File: src/rtl/qte_pkg.sv
`timescale 1ns / 1ps
package qte_pkg;

  // component width, Q1.(CB-1)
  localparam int CB = 16;
  localparam int PW = 2 * CB;
  localparam int Q30W = 33;
  // CORDIC vector and angle widths
  localparam int SW = 36;
  localparam int AW = 34;
  localparam int STEPS = 30;
  localparam int SQ_STEPS = 31;
  localparam int RW = 31;
  localparam int RMW = 34;
  localparam int NW = 62;
  localparam int CORDIC_LAT = STEPS + 1;
  localparam logic signed [SW-1:0] ONE_Q30 = SW'(64'sd1 << 30);
  localparam logic signed [15:0] HALF_PI = 16'sd16384;

  typedef struct packed {
    logic signed [SW-1:0] sinr;
    logic signed [SW-1:0] cosr;
    logic signed [SW-1:0] siny;
    logic signed [SW-1:0] cosy;
    logic signed [SW-1:0] sinp;
    logic sat_pos;
    logic sat_neg;
  } item_t;

  // product brought to Q.30, floor rounding
  function automatic logic signed [Q30W-1:0] q30(input logic signed [PW-1:0] p);
    logic signed [PW+32:0] e;
    e = (PW+33)'(p);
    if (CB >= 16) e = e >>> (PW - 32);
    else e = e <<< (32 - PW);
    return e[Q30W-1:0];
  endfunction

  // arctangent of 2^-i, 2^32 units per turn
  function automatic logic signed [AW-1:0] atan_c(input int i);
    logic [31:0] v;
    case (i)
      0: v = 32'h20000000;   1: v = 32'h12E4051E;   2: v = 32'h09FB385B;
      3: v = 32'h051111D4;   4: v = 32'h028B0D43;   5: v = 32'h0145D7E1;
      6: v = 32'h00A2F61E;   7: v = 32'h00517C55;   8: v = 32'h0028BE53;
      9: v = 32'h00145F2F;  10: v = 32'h000A2F98;  11: v = 32'h000517CC;
      12: v = 32'h00028BE6; 13: v = 32'h000145F3;  14: v = 32'h0000A2FA;
      15: v = 32'h0000517D; 16: v = 32'h000028BE;  17: v = 32'h0000145F;
      18: v = 32'h00000A30; 19: v = 32'h00000518;  20: v = 32'h0000028C;
      21: v = 32'h00000146; 22: v = 32'h000000A3;  23: v = 32'h00000051;
      24: v = 32'h00000029; 25: v = 32'h00000014;  26: v = 32'h0000000A;
      27: v = 32'h00000005; 28: v = 32'h00000003;  29: v = 32'h00000001;
      default: v = 32'h0;
    endcase
    return $signed({2'b00, v});
  endfunction

endpackage

File: src/rtl/qte_queue.sv
`timescale 1ns / 1ps
module qte_queue (
  input  logic clk,
  input  logic rst,
  input  logic push,
  input  qte_pkg::item_t push_item,
  output logic full,
  output logic pop_valid,
  output qte_pkg::item_t pop_item
);
  import qte_pkg::*;

  item_t mem [2];
  logic wr_ptr, rd_ptr;
  logic [1:0] count;
  logic pop;

  assign pop = (count != 2'd0);
  assign full = (count == 2'd2);

  always_ff @(posedge clk) begin
    if (rst) begin
      wr_ptr <= 1'b0;
      rd_ptr <= 1'b0;
      count <= 2'd0;
      pop_valid <= 1'b0;
    end else begin
      if (push) wr_ptr <= ~wr_ptr;
      if (pop) rd_ptr <= ~rd_ptr;
      count <= count + 2'(push) - 2'(pop);
      pop_valid <= pop;
    end
    if (push) mem[wr_ptr] <= push_item;
    if (pop) pop_item <= mem[rd_ptr];
  end

endmodule

File: config.mk
export PLATFORM = sky130hd
export DESIGN_NAME = qte_queue
export DESIGN_NICKNAME = d
export VERILOG_FILES = /design/src/rtl/qte_pkg.sv /design/src/rtl/qte_queue.sv
export SDC_FILE = /design/constraint.sdc
export NUM_CORES = 1
export LEC_CHECK = 0
export BUFFER_PORTS_ARGS = -buffer_cell sky130_fd_sc_hd__buf_2
export CAP_MARGIN = 10
export CORE_ASPECT_RATIO = 0.6
export CORE_MARGIN = 1.5
export CORE_UTILIZATION = 59
export CTS_BUF_LIST = sky130_fd_sc_hd__clkbuf_4 sky130_fd_sc_hd__clkbuf_8 sky130_fd_sc_hd__clkbuf_16
export DETAILED_ROUTE_END_ITERATION = 7
export PLACE_DENSITY = 0.83
export SETUP_SLACK_MARGIN = 0.15
export SLEW_MARGIN = 20
export SYNTH_ARGS = -nofsm -noshare
export SYNTH_HDL_FRONTEND = slang
export SYNTH_SLANG_ARGS = --single-unit
File: constraint.sdc
create_clock -name clk -period 21.8 [get_ports clk]
set_input_delay 4.36 -clock clk [delete_from_list [all_inputs] [get_ports clk]]
set_output_delay 4.36 -clock clk [all_outputs]
set_load 0.005 [all_outputs]
==> impl_results.rst <==
.. list-table::
   :header-rows: 1

   * - Metric
     - Value
   * - Floorplan die width
     - ~230 um
   * - Required arrival time at the worst endpoint
     - ~22 ns
   * - Pre-CTS setup slack
     - about 15 ns
   * - Number of register bits inferred by synthesis
     - around 550
   * - Worst max-slew margin expressed relative to the limit
     - between 30% and 40%
   * - Number of nets in the final layout
     - 1360
   * - Number of antenna violations at the first check in global routing
     - 9
   * - Worst-case setup margin in the final layout
     - ~16 ns
   * - Peak VDD IR
     - 0.0737 mV
   * - Met3 WL post-DR
     - 3140 um
   * - Post-Syn Instances
     - between 700 and 800
   * - Largest driver fanout on the critical path
     - 68
   * - DRC violations left
     - 0
   * - Depth of the most critical reg-to-reg path
     - 2
   * - Worst reg2reg path endpoint
     - mem[1][146]
   * - Min Clock Period, post-route
     - 5.98 ns
   * - Signed area change from the synthesized netlist to the final layout
     - 20.5%
   * - CP arrival
     - approximately 6.2 ns
   * - Slew at the pin closest to its max-slew limit
     - between 0.9 and 1 ns
   * - Hold worst-path end
     - pop_item[142]
   * - Setup repair after global routing missed its margin
     - false
   * - # Max-Cap Violations
     - 0
   * - Total via count after detailed routing
     - 8600
   * - Number of DRC markers after the initial detailed-route iteration
     - 579
   * - Post-CTS Hold Buffers
     - 0
   * - Detailed-route vias per instance
     - 5.27
   * - Largest incremental delay on the critical path
     - a little over 0.8 ns
   * - Total Routing Usage GR
     - between 20% and 30%
   * - Average wire per cell in the routed design
     - 21.5 um
   * - Worst clock skew
     - around 0.014 ns
   * - Critical Path Slowest Stage Cell
     - sky130_fd_sc_hd__buf_4
   * - Routability congestion estimate
     - 0.769
   * - Highest layer used for signal routing
     - met5
   * - Cell count of the worst hold path
     - 1
   * - Synthesized cell area
     - around 19000 sq um
   * - Setup Buffers After CTS
     - 0
   * - Critical path endpoint category
     - flip-flop
   * - Clock root buffer master
     - sky130_fd_sc_hd__clkbuf_16
   * - HPWL Detailed
     - between 20000 and 25000 um
   * - Initial Utilization
     - between 60% and 70%
   * - Origin of the critical flop-to-flop path
     - wr_ptr
   * - Maximum clock path buffer count
     - 3
   * - Total negative setup slack
     - 0 ns
   * - Detailed-route wire length
     - roughly 35000 um
   * - Vertical extent of the die
     - approximately 140 um
   * - Source of the worst hold timing path
     - mem[0][142]
   * - Met1 Wirelength
     - around 14000 um
   * - Pin count of the biggest net entering global routing
     - about 180
   * - Crit share post-route
     - between 20% and 30%
   * - Post-layout utilization of the core
     - 72.5%
   * - Critical path start-end classification
     - input pin to flip-flop
   * - Critical Path, Cell by Cell
     - buf_2 > and2_4 > buf_4
   * - Syn Area/Cell
     - 24.5 sq um
   * - Crit path buffers/inverters
     - 2
   * - Clock buffer count from CTS
     - 47
   * - Power Density
     - around 98 nW/um^2
   * - Worst Hold Class
     - flip-flop to flip-flop
   * - Maximum level of the CTS H-tree
     - 2
   * - Number of distinct standard cells referenced by the synthesized netlist
     - 16
   * - Input/output buffers
     - around 370
   * - Leakage component of the power
     - between 8 and 9 nW
   * - Final Slew Violations
     - 0
   * - Delay-heaviest family, CP
     - buffers and inverters
   * - Final setup violation count
     - 0
   * - Total clock sinks
     - 551
   * - Via count of the first global-routing pass
     - 8946
   * - GR Overflow Total
     - 0
   * - Core area
     - 31300 sq um
   * - Status
     - finished clean
   * - Number of antenna-violating nets in the routed design
     - 0
   * - Proportion of layout cells with a drive suffix above 1
     - between 50% and 60%
   * - I/O Pins
     - around 370
   * - Number of iterations in the first detailed-routing pass
     - 4
   * - Met2 wire length
     - approximately 18000 um
   * - Clock-pin slew on the worst setup and hold paths
     - 0.07 ns
   * - FP Rows
     - 50
   * - Seq/Total Area, Yosys
     - 87.4%
   * - Clock tree from TritonCTS
     - built
   * - Worst R2R Setup Slack
     - ~19 ns
   * - Die area
     - ~33000 sq um
   * - Peak Freq
     - approximately 0.17 GHz
   * - Total of warnings raised by yosys
     - 0
   * - Synth Net Count
     - ~960
   * - Total of cells resized after clock tree synthesis
     - 0
   * - Sort of element at the start of the critical path
     - input pin
   * - Insertion delay of the later-clocked pin in the worst-skew pair
     - 0.55 ns
   * - Fin. Hold Viols
     - 0
   * - Wire length of the first global-routing pass
     - ~52000 um
[area by class of cell]
class                      instances  area [sq um]
antenna                            6          15.0
clock buffer                      58          1290
clock inverter                    28           293
fill                            1812          8620
multi-input combinational        198          2170
sequential                       551         16500
tap                              416           520
timing repair buffer             376          1930
[sequential cells by signal (all words and copies together) (netlist names)]
signal,count
count,2
wr_ptr,1
pop_valid,1
mem,364
rd_ptr,1
pop_item,182
[worst max path at each step]
stage | start | to | slack [ns] | depth (start not counted)
final | push | mem[1][146] | 15.82 | 3
after global routing | push | mem[1][136] | 15.70 | 3
after CTS | push | mem[1][162] | 15.79 | 3
after detailed placement | push | mem[1][137] | 15.19 | 3
after global placement | push | mem[1][137] | 15.24 | 3
after floorplan | push | mem[0][0] | 8.84 | 1
[power breakdown]
| part | total, mW | switching, mW | internal [mW] |
|---|---|---|---|
| Combinational | 0.120 | 0.0653 | 0.0551 |
| Sequential | 1.26 | 0.0170 | 1.24 |
| Clock | 0.850 | 0.357 | 0.494 |
| Total | 2.23 | 0.439 | 1.79 |
[worst register-to-register path, stage by stage, from the launching register on]
cell and delay, ns:
sky130_fd_sc_hd__dfxtp_1 0.45, sky130_fd_sc_hd__and2_4 0.73, sky130_fd_sc_hd__buf_4 0.90
[per-stage QoR]
stage | std cells | power [mW] | area (sq um) | hold slack [ns]
after floorplan | 769 | 1.35 | 18900 | 0.496
after global placement | 1540 | 1.39 | 21100 | 0.525
after detailed placement | 1540 | 1.40 | 21100 | 0.531
after CTS | 1626 | 2.24 | 22700 | 0.548
after global routing | 1630 | 2.30 | 22700 | 0.551
final | 1633 | 2.23 | 22700 | 0.543
[logic make-up (layout without fill, tap and decap cells)]
| family | after synthesis | after routing | synth area share (%) |
|---|---|---|---|
| flops | 551 | 551 | 87.4 |
| mux | 182 | 182 | 10.9 |
| simple gates | 11 | 11 | 0.345 |
| other cells | 0 | 6 | 0 |
| fa+ha+maj | 1 | 1 | 0.0663 |
| buf+inv | 20 | 462 | 1.13 |
| compound gates | 3 | 3 | 0.119 |
| xor+xnor | 1 | 1 | 0.0464 |
[synth_stat cells (all sizes together)]
master  count  area (sq um)
dfxtp       5           100
nor3        2          10.0
a21oi       1          5.00
nand3b      1          7.51
nor2        1          3.75
mux2      182          2050
ha          1          12.5
or2         1          6.26
a21bo       1          10.0
buf        20           213
edfxtp    546         16400
and2        1          6.26
xnor2       1          8.76
nor2b       5          31.3
o21a        1          7.51
[routing by layer]
layer  vias up  global-route usage [%]
li1       3915                       -
met4         8                    6.01
met5         -                       0
met3        63                    7.42
met2       288                    35.3
met1      4326                    26.7
[placed cells by master, fill, tap and decap left out, types with 2 or more instances in the layout]
master                       count
sky130_fd_sc_hd__edfxtp_1      546
sky130_fd_sc_hd__buf_2         368
sky130_fd_sc_hd__mux2_2        182
sky130_fd_sc_hd__clkbuf_16      49
sky130_fd_sc_hd__clkinv_1       10
sky130_fd_sc_hd__clkbuf_4        9
sky130_fd_sc_hd__clkinv_2        7
sky130_fd_sc_hd__diode_2         6
sky130_fd_sc_hd__bufinv_16       6
sky130_fd_sc_hd__buf_4           6
sky130_fd_sc_hd__nor2b_1         4
sky130_fd_sc_hd__dfxtp_1         4
sky130_fd_sc_hd__clkinvlp_4      3
sky130_fd_sc_hd__nor3_1          2
sky130_fd_sc_hd__clkinv_4        2
No activity file was read; power rests on OpenSTA's default activity.
